**src/hw/rtl/rk4_pkg.sv**
```systemverilog
// Shared types and constants of the RK4 particle pusher.
package rk4_pkg;

  // Fixed field widths
  localparam int DW    = 48;  // field, position and velocity words
  localparam int PW    = 58;  // Q40 stage position with headroom
  localparam int SW    = 51;  // weighted sum of four field samples
  localparam int QW    = 43;  // quotient of a sum by 1536
  localparam int TW    = 16;  // Q15 interpolation weight, up to one
  localparam int CW    = 39;  // structure bound registers
  localparam int NW    = 8;   // node counts
  localparam int GW    = 7;   // load node index
  localparam int IW    = 3;   // configuration register index
  localparam int QDEPTH = 4;  // request queue entries
  localparam int QPW   = 2;   // queue pointer width
  localparam int QCW   = 3;   // queue fill count width

  // Request kinds
  localparam logic REQ_LOAD = 1'b0;
  localparam logic REQ_PUSH = 1'b1;

  // Configuration register indexes
  localparam logic [IW-1:0] CFG_NX_USED    = 3'd0;
  localparam logic [IW-1:0] CFG_NY_USED    = 3'd1;
  localparam logic [IW-1:0] CFG_STRUCT_SX  = 3'd2;
  localparam logic [IW-1:0] CFG_STRUCT_EX  = 3'd3;
  localparam logic [IW-1:0] CFG_BOTTOM_TOP = 3'd4;
  localparam logic [IW-1:0] CFG_TOP_BOTTOM = 3'd5;

  // Fates
  localparam logic [1:0] FATE_FLIGHT = 2'd0;
  localparam logic [1:0] FATE_END    = 2'd1;
  localparam logic [1:0] FATE_STOP   = 2'd2;

  // Queue entry: a kept load or a push
  typedef struct packed {
    logic                 push;
    logic [GW-1:0]        gx;
    logic [GW-1:0]        gy;
    logic signed [DW-1:0] f0;  // accel_x or pos_x
    logic signed [DW-1:0] f1;  // accel_y or pos_y
    logic signed [DW-1:0] f2;  // vel_x
    logic signed [DW-1:0] f3;  // vel_y
  } rk4_entry_t;

  // Configuration as the engine sees it, node counts already clamped
  typedef struct packed {
    logic [NW-1:0] nx;
    logic [NW-1:0] ny;
    logic [CW-1:0] sx;
    logic [CW-1:0] ex;
    logic [CW-1:0] bt;
    logic [CW-1:0] tb;
  } rk4_cfg_t;

endpackage

```
**src/hw/rtl/rk4_if.sv**
```systemverilog
// Handshake channels of the RK4 particle pusher: request, result, configuration.
interface rk4_req_if;
  logic                          valid;
  logic                          ready;
  logic                          req_type;
  logic [rk4_pkg::GW-1:0]        grid_x;
  logic [rk4_pkg::GW-1:0]        grid_y;
  logic signed [rk4_pkg::DW-1:0] accel_x;
  logic signed [rk4_pkg::DW-1:0] accel_y;
  logic signed [rk4_pkg::DW-1:0] pos_x;
  logic signed [rk4_pkg::DW-1:0] pos_y;
  logic signed [rk4_pkg::DW-1:0] vel_x;
  logic signed [rk4_pkg::DW-1:0] vel_y;
  modport source (output valid, req_type, grid_x, grid_y, accel_x, accel_y,
                  pos_x, pos_y, vel_x, vel_y, input ready);
  modport sink (input valid, req_type, grid_x, grid_y, accel_x, accel_y,
                pos_x, pos_y, vel_x, vel_y, output ready);
endinterface


```
**src/hw/rtl/rk4_front.sv**
```systemverilog
// Request front end: accepts requests, drops loads outside the store, queues the rest.
module rk4_front #(
  parameter int NX_MAX = 128,
  parameter int NY_MAX = 128
) (
  input  logic                clk,
  input  logic                rst,
  rk4_req_if.sink             req,
  output rk4_pkg::rk4_entry_t q_entry,
  output logic                q_valid,
  input  logic                q_pop
);

  rk4_pkg::rk4_entry_t             entries [rk4_pkg::QDEPTH];
  logic [rk4_pkg::QPW-1:0]         wr_ptr;
  logic [rk4_pkg::QPW-1:0]         rd_ptr;
  logic [rk4_pkg::QCW-1:0]         count;
  logic                            keep;
  logic                            push_en;
  logic                            pop_en;

  // Classify: a load outside the store is accepted and dropped
  assign keep = (req.req_type == rk4_pkg::REQ_PUSH) ||
                ((32'(req.grid_x) < NX_MAX) && (32'(req.grid_y) < NY_MAX));
  assign req.ready = (count != rk4_pkg::QCW'(rk4_pkg::QDEPTH));
  assign push_en   = req.valid && req.ready && keep;
  assign q_valid   = (count != '0);
  assign pop_en    = q_pop && q_valid;
  assign q_entry   = entries[rd_ptr];

  // Advance pointers and fill count
  always_ff @(posedge clk) begin
    if (rst) begin
      wr_ptr <= '0;
      rd_ptr <= '0;
      count  <= '0;
    end else begin
      if (push_en) wr_ptr <= wr_ptr + rk4_pkg::QPW'(1);
      if (pop_en) rd_ptr <= rd_ptr + rk4_pkg::QPW'(1);
      count <= count + rk4_pkg::QCW'(push_en) - rk4_pkg::QCW'(pop_en);
    end
  end

  // Store the request
  always_ff @(posedge clk) begin
    if (push_en) begin
      entries[wr_ptr].push <= req.req_type;
      entries[wr_ptr].gx   <= req.grid_x;
      entries[wr_ptr].gy   <= req.grid_y;
      if (req.req_type == rk4_pkg::REQ_PUSH) begin
        entries[wr_ptr].f0 <= req.pos_x;
        entries[wr_ptr].f1 <= req.pos_y;
      end else begin
        entries[wr_ptr].f0 <= req.accel_x;
        entries[wr_ptr].f1 <= req.accel_y;
      end
      entries[wr_ptr].f2 <= req.vel_x;
      entries[wr_ptr].f3 <= req.vel_y;
    end
  end

endmodule

```
**src/flat_wrapper.sv**
```systemverilog
// flat-port wrapper written by rule: the top's interface ports become plain ports
module rk4_front_flat 
#(
  parameter int NX_MAX = 128,
  parameter int NY_MAX = 128
)
  (clk, rst, q_entry, q_valid, q_pop, req_valid, req_req_type, req_grid_x, req_grid_y, req_accel_x, req_accel_y, req_pos_x, req_pos_y, req_vel_x, req_vel_y, req_ready);
  rk4_req_if req_i ();
  input  logic clk;
  input  logic rst;
  output rk4_pkg::rk4_entry_t q_entry;
  output logic q_valid;
  input  logic q_pop;
  input wire logic [$bits(req_i.valid)-1:0] req_valid;
  input wire logic [$bits(req_i.req_type)-1:0] req_req_type;
  input wire logic [$bits(req_i.grid_x)-1:0] req_grid_x;
  input wire logic [$bits(req_i.grid_y)-1:0] req_grid_y;
  input wire logic [$bits(req_i.accel_x)-1:0] req_accel_x;
  input wire logic [$bits(req_i.accel_y)-1:0] req_accel_y;
  input wire logic [$bits(req_i.pos_x)-1:0] req_pos_x;
  input wire logic [$bits(req_i.pos_y)-1:0] req_pos_y;
  input wire logic [$bits(req_i.vel_x)-1:0] req_vel_x;
  input wire logic [$bits(req_i.vel_y)-1:0] req_vel_y;
  output wire logic [$bits(req_i.ready)-1:0] req_ready;
  assign req_i.valid = req_valid;
  assign req_i.req_type = req_req_type;
  assign req_i.grid_x = req_grid_x;
  assign req_i.grid_y = req_grid_y;
  assign req_i.accel_x = req_accel_x;
  assign req_i.accel_y = req_accel_y;
  assign req_i.pos_x = req_pos_x;
  assign req_i.pos_y = req_pos_y;
  assign req_i.vel_x = req_vel_x;
  assign req_i.vel_y = req_vel_y;
  assign req_ready = req_i.ready;
  rk4_front #(.NX_MAX(NX_MAX), .NY_MAX(NY_MAX)) u_core (.clk(clk), .rst(rst), .req(req_i), .q_entry(q_entry), .q_valid(q_valid), .q_pop(q_pop));
endmodule
```
**config.mk**
```make
export PLATFORM = sky130hd
export DESIGN_NAME = rk4_front_flat
export DESIGN_NICKNAME = d
export VERILOG_FILES = /design/src/hw/rtl/rk4_pkg.sv /design/src/hw/rtl/rk4_if.sv /design/src/hw/rtl/rk4_front.sv /design/src/flat_wrapper.sv
export SDC_FILE = /design/constraint.sdc
export NUM_CORES = 1
export LEC_CHECK = 0
export BUFFER_PORTS_ARGS = -buffer_cell sky130_fd_sc_hd__buf_2
export CAP_MARGIN = 0
export CORE_MARGIN = 3
export CORE_UTILIZATION = 45
export CTS_CLUSTER_SIZE = 14
export DETAILED_ROUTE_END_ITERATION = 16
export PLACE_DENSITY = 0.66
export SLEW_MARGIN = 20
export SYNTH_ARGS = -nofsm -noshare
export SYNTH_HDL_FRONTEND = slang
export SYNTH_SLANG_ARGS = --single-unit
```
**constraint.sdc**
```tcl
create_clock -name clk -period 7.1 [get_ports clk]
set_input_delay 1.065 -clock clk [delete_from_list [all_inputs] [get_ports clk]]
set_output_delay 1.065 -clock clk [all_outputs]
set_load 0.03 [all_outputs]
```
==> Word level (Yosys, flattened, before mapping) <==
Memories as Yosys holds them, arrays and structs flattened. A register that Yosys moved wholly into a read port is not among the register bits.
Cells that the tools add are included.
{ "totals": {"regBits": 7, "mem_bits_rw": 828, "in_bits": 307, "output_inout_bits": 209, "word_cells": 26, "memories": 1} }
{ "mem_list": {"columns": ["memory", "words", "width", "read_ports", "rd_ports_with_merged_regs", "wr", "line_no", "rtl"], "rows": [
  ["u_core.entries", 4, 207, 1, 1, 1, "rk4_front.sv:14", "rk4_pkg::rk4_entry_t entries [rk4_pkg::QDEPTH];"]
]} }
{ "classes": {"add_sub_neg": 4, "eq_ne": 1, "mux": 12, "bitwise": 2, "reduce_logical": 3} }
{ "op_table": {"columns": ["operator", "count"], "rows": [
  ["48-bit 2-to-1 mux", 2],
  ["1-bit 2-to-1 mux", 8],
  ["2-bit by 1-bit adder with 2-bit output (second input constant)", 2],
  ["2-bit 2-to-1 mux", 2],
  ["3-bit by 1-bit adder with 3-bit output", 1],
  ["3-bit != test (second input constant)", 1],
  ["3-bit nonzero test", 1],
  ["3-bit by 1-bit subtractor with 3-bit output", 1],
  ["1-bit logical AND", 2],
  ["1-bit OR", 2]
]} }

==> Logic depth before layout (Yosys ltp) <==
{ "depth": {"word_depth": 5, "mapped_depth": 9, "depth_no_buf": 9} }

==> Least setup slack after synthesis <==
OpenSTA, ideal clock, no wires.
{ "synth_timing": {"path_type": "input to register", "start": "input req_valid", "end": "memory u_core.entries[0][0] in the netlist's numbering (enable)", "setup_time_ps": 483, "t_arrival_ps": 4072, "required_ps": 6617, "setup_slack_ps": 2545, "stages": 3, "path_buffers": 0, "path_cell_list": "inv_1 > nor2_1 > and2_1"} }
{ "synth_via": {"elab_chain_cells": 3} }
{ "synth_rtl": {"columns": ["item", "line_no", "rtl"], "rows": [
  ["start: declaration", "flat_wrapper.sv:14", "input wire logic [$bits(req_i.valid)-1:0] req_valid;"],
  ["1-bit logical AND", "rk4_front.sv:26", "assign push_en = req.valid && req.ready && keep;"],
  ["net u_core.push_en", "rk4_front.sv:19", "logic push_en;"],
  ["1-bit 2-to-1 mux", "rk4_front.sv:46", "if (push_en) begin"],
  ["1-bit 2-to-1 mux (implied by the code)", "rk4_front.sv:58", "entries[wr_ptr].f3 <= req.vel_y;"],
  ["end: declaration", "rk4_front.sv:14", null]
]} }
The timed path passes the listed nets, and every way through them passes these cells.

==> results.rst <==
.. list-table::
   :header-rows: 1

   * - Metric
     - Value
   * - Crit-path cells
     - buf_12 -> mux4_2 -> buf_2
   * - Initial Utilization
     - 45.65%
   * - Critical path's largest stage delay
     - 0.84 ns
   * - Clock buffer depth
     - 3
   * - WL per Instance
     - 23.61 µm
   * - Routability congestion estimate from global placement
     - 0.7534
   * - Combinational group share of total power
     - 26.9%
   * - Power density cells
     - 377.5 nW/µm²
   * - Max H-tree Level
     - 3
   * - Total of warnings raised by yosys
     - 0
   * - Fin Clk Skew
     - 0.02569 ns
   * - Class of the most critical hold timing path
     - flop to flop
   * - Mean post-synth cell area
     - 25.30 µm²
   * - Power share of the clock group
     - 29.6%
   * - Category of cells accounting for the largest share of critical-path delay
     - buffers and inverters
   * - CTS Hold Bufs
     - 0
   * - Summed negative setup slack over all endpoints
     - 0 ns
   * - Buf/Inv on CP
     - 2
   * - Arrival @ worst endpoint
     - 3.18 ns
   * - Number of standard-cell rows in the floorplan
     - 96
   * - Number of gates resized after CTS
     - 0
   * - Cell Area, Synth
     - 31420 µm²
   * - Largest net degree at the start of global routing
     - 117
   * - Setup WS post-layout
     - 2.855 ns
   * - Worst slack on hold paths
     - 0.5387 ns
   * - Root buf cell
     - clkbuf_16
   * - Post-CTS setup buffers
     - 0
   * - Result of the run
     - completed
   * - Vias per inst
     - 5.283
   * - Synth Instances
     - 1242
   * - Fraction of layout instances using a drive strength above 1
     - 49.14%
   * - Wire length of the first global-routing pass
     - 99680 µm
   * - Number of instances in the placed design
     - 2648
   * - Syn nets
     - 1556
   * - Transition time at the pin with the least slew margin
     - 1.059 ns
   * - Unrepaired setup endpoints after global routing
     - no
   * - Net switching fraction of the power
     - 30.71%
   * - Overall via count from detail_route
     - 14830
   * - Core area
     - 68830 µm²
   * - Post-route DRC
     - 0
   * - Worst-case register-to-register setup slack
     - 3.83 ns
   * - Count of nets left with antenna violations after detail routing
     - 0
   * - Half-perimeter wire length after placement
     - 41580 µm
   * - Internal power
     - 9.861 mW
   * - Worst slack at placement
     - 3.127 ns
   * - Clock Sink Count
     - 837
   * - Drt total wl
     - 66280 µm
   * - Critical Path RT
     - 6.03 ns
   * - Number of antenna violations at the first check in global routing
     - 13
   * - Number of enable-type register cells in the synthesized netlist
     - 828
   * - Primary FF master, synth
     - edfxtp_1
   * - Maxcap violations
     - 0
   * - Largest cells by area after synthesis
     - edfxtp_1, mux4_2, mux2_2
   * - Switching power total
     - 4.370 mW
   * - Synthesis-to-layout area growth
     - 20.00%
   * - Area of all placed cells without fillers
     - 37700 µm²
   * - Top fanout value on the critical path
     - 112
   * - Static leakage power
     - 12.68 nW
   * - Critical Path Slowest Stage Cell
     - dfxtp_4
   * - Classification of the worst setup path
     - flop to output pin
   * - Peak VDD IR
     - 0.2904 mV
   * - Final Hold Violating Endpoints
     - 0
   * - Final Total Pwr
     - 14.23 mW
   * - Sequential power share
     - 43.5%
   * - Final number of max-transition violations
     - 0
   * - Most used standard cell by instance count after synthesis
     - edfxtp_1
   * - Total track usage
     - 18.16%
   * - Clock latency of the later-clocked register in the worst-skew pair
     - 0.62 ns
   * - X dimension of the die
     - 270.2 µm
   * - CTS tree
     - yes
   * - Sum of overflow across all layers after global routing
     - 0
   * - Count of distinct cell types in the synthesized netlist
     - 28
   * - Highest clock frequency the design can meet
     - 235.6 MHz
   * - CP endpoint kind
     - output pin
   * - Final core utilization
     - 54.78%
   * - Die Area
     - 73030 µm²
   * - Final cell count without fillers
     - 2807
   * - Synth area leader
     - edfxtp_1
   * - DRT Pass-1 Iters
     - 5
   * - Die Span Y
     - 270.2 µm
   * - Post-synth ARST share
     - 0%
   * - Clock Pin Slew Worst Setup and Hold Paths
     - 0.06 ns
   * - Port bufs
     - 515
   * - Worst relative slew slack
     - 29.38%
   * - FF+latch count, synth
     - 837
   * - Iteration-0 DRC count of the detailed router
     - 927
   * - I/O pin count
     - 516
   * - # fillers
     - 5268
   * - Setup Viol. Count Final
     - 0
   * - Placed standard-cell area
     - 35040 µm²
   * - Post-synth top cells
     - edfxtp_1, mux4_2, mux2_2
   * - Final critical path time including I/O delays and setup
     - 4.245 ns
   * - Via count of the first global-routing pass
     - 15820
   * - Number of buffers created by CTS
     - 84
   * - Setup crit start kind
     - flop
   * - Share of the clock period used by the worst path
     - 59.79%
   * - Post-synth top area share
     - 79.14%
   * - Sequential element share of the synthesized area
     - 79.71%
   * - Number of nets in the layout
     - 2117
## power by group through the flow
stage                     Sequential [mW]  Clock [mW]  Combinational [mW]
after global placement               6.27           0                3.89
after global routing                 6.23        4.53                4.05
after floorplan                      6.23           0                2.79
after CTS                            6.20        4.32                3.92
final                                6.19        4.22                3.83
after detailed placement             6.30           0                3.91
## cell type report
cell class              count  area [µm²]  share of cell area [%]
clock buffers             111        2267                   6.014
inverters                   7       26.28                 0.06969
repair buffers            532        2730                   7.241
diodes                     10       25.02                 0.06637
well taps                 931        1165                   3.090
multi-input cells         341        6072                   16.11
clock inverters            38       364.1                  0.9657
flip-flops and latches    837       25050                   66.45
## tightest hold or removal path: stages, from the launching register on
cell	delay, ns
dfxtp_1	0.34
nand2b_1	0.08
mux2i_1	0.07
## final timing paths
kind / startpoint / end / cells past startpoint
hold / removal: u_core.wr_ptr[1] / u_core.wr_ptr[1] / 2
hold reg to reg: u_core.wr_ptr[1] / u_core.wr_ptr[1] / 2
setup / recovery: flop / q_entry[38] / 3
setup reg to reg: u_core.count[1] / u_core.entries[0][192] / 4
## state kept, by name, summed over array words and instances, names as in the netlist, named ones only
register,flops
u_core.entries,828
u_core.wr_ptr,2
u_core.rd_ptr,2
u_core.count,3
## cell families (layout without fill, tap and decap cells)
| family | Yosys count | after routing | share of synthesized area [%] |
|---|---|---|---|
| and+or+nand+nor | 23 | 23 | 0.4579 |
| xor gates and xnor gates | 3 | 3 | 0.08364 |
| adders and majority gates | 7 | 7 | 0.3027 |
| muxes | 304 | 304 | 18.31 |
| AOI/OAI and AO/OA | 4 | 4 | 0.08759 |
| buffers and inverters | 64 | 688 | 1.047 |
| other | 0 | 10 | 0 |
| DFF | 837 | 837 | 79.71 |
## placed cells by master (no fill, tap or decap), drive strengths merged, types with 2 or more instances in the layout
cell	Yosys	final
nand2b	2	2
ha	6	6
clkinvlp	0	2
nor3	2	2
mux2	96	96
nor2	6	6
and2	9	9
mux4	207	207
bufinv	0	6
xor2	2	2
clkinv	0	29
diode	0	10
inv	7	8
buf	47	532
dfxtp	9	9
edfxtp	828	828
or3	2	2
clkbuf	10	111
## per-layer routing
metal / track usage, % / share of wire [%]
met3: 3.660 / 5.5
met5: 0 / 0.068
met4: 7.041 / 2.9
met1: 22.91 / 38
met2: 31.17 / 53
Power figures use the tool's default switching activity.
